File: src/rtl/u8d_pkg.sv
// Shared types and constants for the UTF-8 decoder with error report.
// Used by the controller, the datapath and the top level.
`timescale 1ns / 1ps

package u8d_pkg;

	// Result kinds (carried on m_tuser)
	localparam logic [1:0] KIND_CODE  = 2'd0;
	localparam logic [1:0] KIND_ERROR = 2'd1;
	localparam logic [1:0] KIND_END   = 2'd2;

	// Error codes
	localparam logic [2:0] ERR_INCOMPLETE  = 3'd0;
	localparam logic [2:0] ERR_CONT_MISS   = 3'd1;
	localparam logic [2:0] ERR_OVERLONG    = 3'd2;
	localparam logic [2:0] ERR_CONT_UNEXP  = 3'd3;
	localparam logic [2:0] ERR_INVALID     = 3'd4;

	// Overlong limits and the byte order mark
	localparam logic [20:0] MIN_2B = 21'h00080;
	localparam logic [20:0] MIN_3B = 21'h00800;
	localparam logic [20:0] MIN_4B = 21'h10000;
	localparam logic [20:0] BOM_CP = 21'h0FEFF;

	localparam int OUT_OFF_W = 32;

	// One result transaction
	typedef struct packed {
		logic [1:0]           kind;
		logic [20:0]          code;
		logic [2:0]           len;
		logic [2:0]           err;
		logic [OUT_OFF_W-1:0] offset;
	} result_t;

	// Controller to datapath
	typedef struct packed {
		logic load;      // write accepted byte into window
		logic step;      // apply current window evaluation
		logic end_mark;  // load end marker, clear window
		logic push;      // move pending result to output register
		logic push_last; // pushed result closes the run
	} dp_cmd_t;

	// Datapath to controller
	typedef struct packed {
		logic stop;       // evaluation needs more bytes or window empty
		logic emit;       // evaluation yields a result
		logic last;       // current input carried the stream end flag
		logic pend_valid; // pending result held
		logic out_free;   // output register can take a result
	} dp_status_t;

endpackage

File: src/rtl/utf8_decoder_with_error_report_unit.sv
// Top level of the UTF-8 decoder with error report.
// Instantiates u8d_ctrl and u8d_datapath; depends on u8d_pkg.
`timescale 1ns / 1ps
//
// Usage:
//   Slave stream takes one encoded byte per transaction (s_tdata), s_tlast
//   marks the final byte of a stream. Master stream returns results: code
//   points, error reports and an end marker (kind on m_tuser). m_tlast is
//   set on the last result caused by an input byte; a byte may cause none.
//   Flow: each byte is loaded in the idle state, then the scan state takes
//   one window scan step per code point, error or dropped byte order
//   mark, the final byte adds the end marker state, and a flush state ends
//   the byte; no new byte is taken until then. Scanning, one sequence per
//   cycle, stalls while the pending and output registers are both full.
//   A result passes through the pending and then the output register.
//   Reset clears the window, the stream offset and both handshakes; the
//   byte window contents are not cleared. After the final byte the block
//   returns to the reset state on its own for the next stream.
//   When m_tready is low, one result waits in the output register and one
//   more in the pending register; scanning then stalls and s_tready stays
//   low until the current byte is fully processed.
//
module utf8_decoder_with_error_report_unit import u8d_pkg::*; #(
	parameter int OFFSET_BITS = 32
) (
	input  logic        clk,
	input  logic        arst_n,
	input  logic        s_tvalid,
	output logic        s_tready,
	input  logic [7:0]  s_tdata,  // [7:0] data_byte
	input  logic        s_tlast,  // stream_end
	output logic        m_tvalid,
	input  logic        m_tready,
	output logic [63:0] m_tdata,  // [20:0] code_value, [23:21] seq_length,
	                              // [26:24] error_code, [58:27] byte_offset
	output logic [1:0]  m_tuser,  // [1:0] result_kind
	output logic        m_tlast   // run_last
);

	dp_cmd_t    cmd;
	dp_status_t st;
	result_t    res;

	u8d_ctrl u_ctrl (
		.clk      (clk),
		.arst_n   (arst_n),
		.in_valid (s_tvalid),
		.in_ready (s_tready),
		.st       (st),
		.cmd      (cmd)
	);

	u8d_datapath #(
		.OFFSET_BITS (OFFSET_BITS)
	) u_dp (
		.clk       (clk),
		.arst_n    (arst_n),
		.cmd       (cmd),
		.st        (st),
		.in_byte   (s_tdata),
		.in_last   (s_tlast),
		.out_ready (m_tready),
		.out_valid (m_tvalid),
		.out_res   (res),
		.out_last  (m_tlast)
	);

	// Pack result fields, lowest first
	assign m_tdata = {5'd0, res.offset, res.err, res.len, res.code};
	assign m_tuser = res.kind;

endmodule

File: src/rtl/u8d_ctrl.sv
// Controller state machine for the UTF-8 decoder.
// Depends on u8d_pkg for command and status types.
`timescale 1ns / 1ps

module u8d_ctrl import u8d_pkg::*; (
	input  logic       clk,
	input  logic       arst_n,
	input  logic       in_valid,
	output logic       in_ready,
	input  dp_status_t st,
	output dp_cmd_t    cmd
);

	localparam logic [1:0] ST_IDLE  = 2'd0;
	localparam logic [1:0] ST_SCAN  = 2'd1;
	localparam logic [1:0] ST_ENDMK = 2'd2;
	localparam logic [1:0] ST_FLUSH = 2'd3;

	logic [1:0] state_q;
	logic [1:0] state_d;

	// Next state and commands
	always_comb begin
		state_d  = state_q;
		cmd      = '0;
		in_ready = 1'b0;
		unique case (state_q)
			ST_IDLE: begin
				in_ready = 1'b1;
				if (in_valid) begin
					cmd.load = 1'b1;
					state_d  = ST_SCAN;
				end
			end
			ST_SCAN: begin
				if (st.stop) begin
					state_d = st.last ? ST_ENDMK : ST_FLUSH;
				end else if (!st.emit) begin
					cmd.step = 1'b1;
				end else if (!st.pend_valid || st.out_free) begin
					cmd.step = 1'b1;
					cmd.push = st.pend_valid;
				end
			end
			ST_ENDMK: begin
				if (!st.pend_valid || st.out_free) begin
					cmd.end_mark = 1'b1;
					cmd.push     = st.pend_valid;
					state_d      = ST_FLUSH;
				end
			end
			ST_FLUSH: begin
				if (!st.pend_valid) begin
					state_d = ST_IDLE;
				end else if (st.out_free) begin
					cmd.push      = 1'b1;
					cmd.push_last = 1'b1;
					state_d       = ST_IDLE;
				end
			end
			default: begin
				state_d = ST_IDLE;
			end
		endcase
	end

	always_ff @(posedge clk or negedge arst_n) begin
		if (!arst_n) begin
			state_q <= ST_IDLE;
		end else begin
			state_q <= state_d;
		end
	end

endmodule

File: src/rtl/u8d_datapath.sv
// Datapath of the UTF-8 decoder: byte window, sequence evaluation,
// pending result and output register. Depends on u8d_pkg.
`timescale 1ns / 1ps

module u8d_datapath import u8d_pkg::*; #(
	parameter int OFFSET_BITS = 32
) (
	input  logic        clk,
	input  logic        arst_n,
	input  dp_cmd_t     cmd,
	output dp_status_t  st,
	input  logic [7:0]  in_byte,
	input  logic        in_last,
	input  logic        out_ready,
	output logic        out_valid,
	output result_t     out_res,
	output logic        out_last
);

	logic [7:0]             win_q [4];
	logic [2:0]             fill_q;
	logic [OFFSET_BITS-1:0] head_q;
	logic                   last_q;
	result_t                pend_q;
	logic                   pend_valid_q;
	result_t                out_q;
	logic                   out_valid_q;
	logic                   out_last_q;

	logic [7:0]  b0, b1, b2, b3;
	logic [2:0]  need;
	logic        cont_ok;
	logic        overlong;
	logic [20:0] cp;
	logic        ev_stop;
	logic        ev_emit;
	logic [2:0]  ev_drop;
	result_t     ev_res;
	result_t     end_res;
	logic [OFFSET_BITS+OUT_OFF_W-1:0] off_ext;
	logic        out_free;

	assign b0 = win_q[0];
	assign b1 = win_q[1];
	assign b2 = win_q[2];
	assign b3 = win_q[3];
	assign off_ext = {{OUT_OFF_W{1'b0}}, head_q};
	assign out_free = !out_valid_q || out_ready;

	// Lead class, continuation check and code point assembly
	always_comb begin
		need = 3'd0;
		cp   = '0;
		if (!b0[7]) begin
			need = 3'd1;
			cp   = {14'd0, b0[6:0]};
		end else if (b0[7:5] == 3'b110) begin
			need = 3'd2;
			cp   = {10'd0, b0[4:0], b1[5:0]};
		end else if (b0[7:4] == 4'b1110) begin
			need = 3'd3;
			cp   = {5'd0, b0[3:0], b1[5:0], b2[5:0]};
		end else if (b0[7:3] == 5'b11110) begin
			need = 3'd4;
			cp   = {b0[2:0], b1[5:0], b2[5:0], b3[5:0]};
		end
		cont_ok = (need < 3'd2 || b1[7:6] == 2'b10)
			&& (need < 3'd3 || b2[7:6] == 2'b10)
			&& (need < 3'd4 || b3[7:6] == 2'b10);
		overlong = (need == 3'd2 && cp < MIN_2B)
			|| (need == 3'd3 && cp < MIN_3B)
			|| (need == 3'd4 && cp < MIN_4B);
	end

	// Judge the sequence at the window head
	always_comb begin
		ev_stop       = 1'b0;
		ev_emit       = 1'b1;
		ev_drop       = 3'd1;
		ev_res        = '0;
		ev_res.kind   = KIND_ERROR;
		ev_res.offset = off_ext[OUT_OFF_W-1:0];
		priority if (fill_q == 3'd0) begin
			ev_stop = 1'b1;
			ev_emit = 1'b0;
		end else if (b0[7:6] == 2'b10) begin
			ev_res.err = ERR_CONT_UNEXP;
		end else if (need == 3'd0) begin
			ev_res.err = ERR_INVALID;
		end else if (need > fill_q) begin
			if (!last_q) begin
				ev_stop = 1'b1;
				ev_emit = 1'b0;
			end
			ev_res.err = ERR_INCOMPLETE;
		end else if (!cont_ok) begin
			ev_res.err = ERR_CONT_MISS;
		end else if (overlong) begin
			ev_res.err = ERR_OVERLONG;
		end else begin
			ev_drop     = need;
			ev_res.kind = KIND_CODE;
			ev_res.code = cp;
			ev_res.len  = need;
			// leading byte order mark is dropped silently
			ev_emit = !(head_q == '0 && need == 3'd3 && cp == BOM_CP);
		end
	end

	// End marker carries the stream length
	always_comb begin
		end_res        = '0;
		end_res.kind   = KIND_END;
		end_res.offset = off_ext[OUT_OFF_W-1:0];
	end

	// Window bytes hold no reset
	always_ff @(posedge clk) begin
		if (cmd.load) begin
			if (fill_q < 3'd4) begin
				win_q[fill_q[1:0]] <= in_byte;
			end
		end else if (cmd.step) begin
			for (int i = 0; i < 4; i++) begin
				if (3'(i) + ev_drop < 3'd4) begin
					win_q[i] <= win_q[2'(3'(i) + ev_drop)];
				end
			end
		end
	end

	// Window fill, head offset, stream end flag
	always_ff @(posedge clk or negedge arst_n) begin
		if (!arst_n) begin
			fill_q <= '0;
			head_q <= '0;
			last_q <= 1'b0;
		end else if (cmd.load) begin
			last_q <= in_last;
			if (fill_q < 3'd4) begin
				fill_q <= fill_q + 3'd1;
			end
		end else if (cmd.step) begin
			fill_q <= fill_q - ev_drop;
			head_q <= head_q + OFFSET_BITS'(ev_drop);
		end else if (cmd.end_mark) begin
			fill_q <= '0;
			head_q <= '0;
			last_q <= 1'b0;
		end
	end

	// Pending result: held until it is known whether another follows
	always_ff @(posedge clk or negedge arst_n) begin
		if (!arst_n) begin
			pend_valid_q <= 1'b0;
		end else if ((cmd.step && ev_emit) || cmd.end_mark) begin
			pend_valid_q <= 1'b1;
		end else if (cmd.push) begin
			pend_valid_q <= 1'b0;
		end
	end

	always_ff @(posedge clk) begin
		if (cmd.step && ev_emit) begin
			pend_q <= ev_res;
		end else if (cmd.end_mark) begin
			pend_q <= end_res;
		end
	end

	// Output register
	always_ff @(posedge clk or negedge arst_n) begin
		if (!arst_n) begin
			out_valid_q <= 1'b0;
		end else if (cmd.push) begin
			out_valid_q <= 1'b1;
		end else if (out_ready) begin
			out_valid_q <= 1'b0;
		end
	end

	always_ff @(posedge clk) begin
		if (cmd.push) begin
			out_q      <= pend_q;
			out_last_q <= cmd.push_last;
		end
	end

	assign st.stop       = ev_stop;
	assign st.emit       = ev_emit;
	assign st.last       = last_q;
	assign st.pend_valid = pend_valid_q;
	assign st.out_free   = out_free;

	assign out_valid = out_valid_q;
	assign out_res   = out_q;
	assign out_last  = out_last_q;

endmodule

File: config.mk
export PLATFORM = sky130hd
export DESIGN_NAME = utf8_decoder_with_error_report_unit
export DESIGN_NICKNAME = d
export VERILOG_FILES = /design/src/rtl/u8d_pkg.sv /design/src/rtl/utf8_decoder_with_error_report_unit.sv /design/src/rtl/u8d_ctrl.sv /design/src/rtl/u8d_datapath.sv
export SDC_FILE = /design/constraint.sdc
export NUM_CORES = 1
export LEC_CHECK = 0
export ABC_CLOCK_PERIOD_IN_PS = 14700
export BUFFER_PORTS_ARGS = -buffer_cell sky130_fd_sc_hd__buf_2
export CORE_MARGIN = 10
export CORE_UTILIZATION = 50
export CTS_CLUSTER_DIAMETER = 30
export DETAILED_ROUTE_END_ITERATION = 12
export PLACE_DENSITY_LB_ADDON = 0.3
export SLEW_MARGIN = 40
export SYNTH_ARGS = -nofsm -noshare
export SYNTH_HDL_FRONTEND = slang
export SYNTH_SLANG_ARGS = --single-unit
File: constraint.sdc
create_clock -name clk -period 14.7 [get_ports clk]
set_input_delay 0 -clock clk [delete_from_list [all_inputs] [get_ports clk]]
set_output_delay 0 -clock clk [all_outputs]
set_load 0.05 [all_outputs]
==> impl_metrics.json <==
{
  "max_stage_delay_ns": 0.76,
  "diodes": 0,
  "setup_viol": 0,
  "fmax_mhz": 167,
  "rsz0062_at_grt": "no",
  "vias": 6460,
  "portBuffers": 76,
  "path_clk_slew_ns": 0.08,
  "area_growth_pct": 14.1,
  "ys_seq_area_frac": 0.590,
  "grt_pass1_wl_um": 32400,
  "reg2reg_to": "u_dp.head_q[22]",
  "gp_congestion": 0.897,
  "total_power_uw": 2680,
  "cp_cell_sequence": "buf_4 -> and3b_1 -> o32a_1 -> nor4_2 -> a2111oi_4 -> nand2_2 -> ha_1 -> inv_1 -> fa_1 -> nor2b_1 -> o21ai_0 -> nor4_1 -> and2_1 -> and3_1 -> nor2b_1 -> o21ai_0 -> a32o_1",
  "arrival_ns": 6.33,
  "die_w_um": 158,
  "numCtsBuffers": 17,
  "synth_ff_type": "edfxtp_1",
  "core_area_mm2": 0.0188,
  "drv_slew": 0,
  "max_slew_margin": 0.463,
  "vdd_drop_max_mv": 0.119,
  "cts_sinks": 195,
  "status": "finished clean",
  "fin_crit_sh": 0.408,
  "finClkSkew_ns": 0.0111,
  "num_rows": 50,
  "ff2ff_path_depth": 17,
  "setup_tns_ns": 0,
  "nets": 886,
  "wire_per_inst_um": 18.9,
  "dp.cells": 1055,
  "path_buf_inv": 2,
  "cts_htree_levels": 4,
  "drc_errors": 0,
  "worst_setup_path_end_kind": "flip-flop",
  "cts_tree": "done",
  "path_depth": 17,
  "hold_end": "u_dp.pend_valid_q",
  "worstPathMaxFanout": 28,
  "antenna_left": 0,
  "drive_gt1_frac": 0.190,
  "grt_antenna_before_repair": 0,
  "postSynthCellCount": 773,
  "drt-initial-drc-count": 570,
  "synth_area_leaders": "edfxtp_1, dfrtp_1, mux2i_1",
  "die_h_um": 158,
  "yosysTopAreaCell": "edfxtp_1",
  "grt_start_max_net_pins": 64,
  "synth_seq_cells": 195,
  "synth_cell_types": 83,
  "ys_async_sr_fraction": 0.205,
  "fin_crit_ns": 5.99,
  "crit_slowest_cell": "nor4_1",
  "cts_resized": 0,
  "initial_utilization": 0.511,
  "via_per_inst": 5.86,
  "die-area_mm2": 0.0251,
  "clock_latency_ns": 0.44,
  "ctsHoldBuffers": 12,
  "synth_edf_count": 155,
  "io_pins": 82,
  "min_path_cells": 4,
  "cts_setup_buffers": 0,
  "hold_viol": 0,
  "drv_cap": 0,
  "hold_path_class": "in -> reg",
  "rrSetupSlack_ns": 8.71,
  "cts_root_buffer": "clkbuf_16",
  "powerDensity_mw_per_mm2": 245,
  "synth_top_area_frac": 0.485,
  "p_leak_uw": 0.00423,
  "syn_avg_cell_area_um2": 12.4,
  "finalWirelength_um": 20800,
  "cp.required_ns": 15.04,
  "r2r-start": "u_dp.win_q[0][4]",
  "hpwl_um": 14200,
  "holdCritStartpoint": "m_tready",
  "grt_pass1_vias": 5879,
  "path_class": "reg -> reg",
  "grt_overflow_total": 0,
  "clockBufferDepth": 2,
  "instances_no_fill": 1102,
  "synth_area_mm2": 0.00959,
  "track_usage": 0.167,
  "first_pass_iters": 5,
  "yosysWarnings": 0,
  "crit_family": "simple AND/OR/NAND/NOR gates",
  "worstMarginPinSlew_ns": 0.798,
  "crit_path_start_kind": "flip-flop"
}
==> synth_stat cells, drive strengths merged, types with 3 or more instances <==
master,instances
mux2i,38
nor2,53
nand2,48
a21boi,4
a21o,12
clkbuf,20
or2,5
o21ai,34
and4b,3
dfrtp,40
o21a,5
ha,16
a22o,8
nor3b,13
and2,12
and4,3
o2111ai,3
nor2b,20
nand2b,22
edfxtp,155
nor4,13
or4,3
mux4,6
nand3,18
a2111oi,9
a31oi,20
a21oi,23
mux2,14
o31ai,4
buf,21
nand4,6
nor3,15
a311o,6
or3,3
and3,14
inv,31
nand3b,11
xor2,3
==> worst min-delay path: cells and delay by family <==
family / cells / cell delay [ns]
AOI/OAI and AO/OA: 1 / 0.21
buffers and inverters: 1 / 0.08
and+or+nand+nor: 2 / 0.16
==> registers in the layout (all words and copies together) (netlist names) <==
register	flops
u_dp.out_res	61
u_dp.pend_q	61
u_dp.head_q	32
u_dp.win_q	32
u_dp.fill_q	3
u_ctrl.state_q	2
u_dp.last_q	1
u_dp.out_last	1
u_dp.out_valid	1
u_dp.pend_valid_q	1
==> logic make-up after synthesis <==
kind of cell	Yosys count	share of synthesized area
and+or+nand+nor	268	0.160
DFF	195	0.590
AOI/OAI and AO/OA	155	0.114
buffers and inverters	73	0.0351
muxes	58	0.0710
adders and majority gates	18	0.0251
xor gates and xnor gates	5	0.00457
other	1	0.000391
==> layout by cell type (no fill, tap or decap), types with 6 or more instances in the layout <==
cell	n
buf_2	75
dlygate4sd3_1	12
nor3b_1	13
clkinv_8	7
a21oi_1	22
mux2_2	12
edfxtp_1	155
clkbuf_16	17
ha_1	15
nor2b_1	20
buf_4	10
a2111oi_0	7
dfrtp_1	40
a311o_1	6
a31oi_1	19
and3_1	14
nand3_1	18
o21ai_0	33
a22o_1	8
a21o_1	12
inv_1	30
mux4_2	6
nor4_1	10
nand3b_1	11
nor2_1	51
nor3_1	13
and2_1	12
mux2i_1	38
nand2b_1	22
nand2_1	47
==> power by group <==
group	internal, uW	switching [uW]	total (uW)
Sequential	916	124	1040
Combinational	324	853	1180
Clock	234	235	468
==> per-stage QoR <==
step | hold slack [ns] | worst slack [ns] | cell area, um^2 | utilization
floorplan | -0.296 | 1.64 | 9600 | -
global placement | 0.191 | 8.77 | 10100 | 0.540
detailed placement | 0.0206 | 8.61 | 10200 | 0.542
CTS | 0.0402 | 8.61 | 10900 | 0.581
global route | 0.0555 | 8.21 | 10900 | 0.583
finish | 0.0521 | 8.71 | 10900 | 0.583
==> worst max-delay path by stage <==
stage                     startpoint               to  slack, ns
finish              u_dp.win_q[0][4]  u_dp.head_q[22]       8.71
global route        u_dp.win_q[0][4]  u_dp.head_q[22]       8.21
CTS                 u_dp.win_q[0][5]  u_dp.head_q[22]       8.61
detailed placement  u_dp.win_q[0][5]  u_dp.head_q[22]       8.61
global placement    u_dp.win_q[0][5]  u_dp.head_q[22]       8.77
floorplan           u_dp.win_q[0][3]   u_dp.out_valid       1.64
==> cell type report <==
| type | count | area [um^2] |
|---|---|---|
| Multi-Input combinational cell | 509 | 3650 |
| Clock buffer | 17 | 425 |
| Fill cell | 1555 | 7830 |
| Inverter | 32 | 120 |
| Timing Repair Buffer | 100 | 604 |
| Tap cell | 234 | 293 |
| Sequential cell | 195 | 5660 |
| Clock inverter | 15 | 198 |
==> per-layer routing <==
metal	global-route usage	routed length (um)
met1	0.234	9730
met2	0.249	9440
met3	0.0421	1390
met4	0.0507	294
met5	0	0
Note: power is estimated with default switching activity, not from simulation.
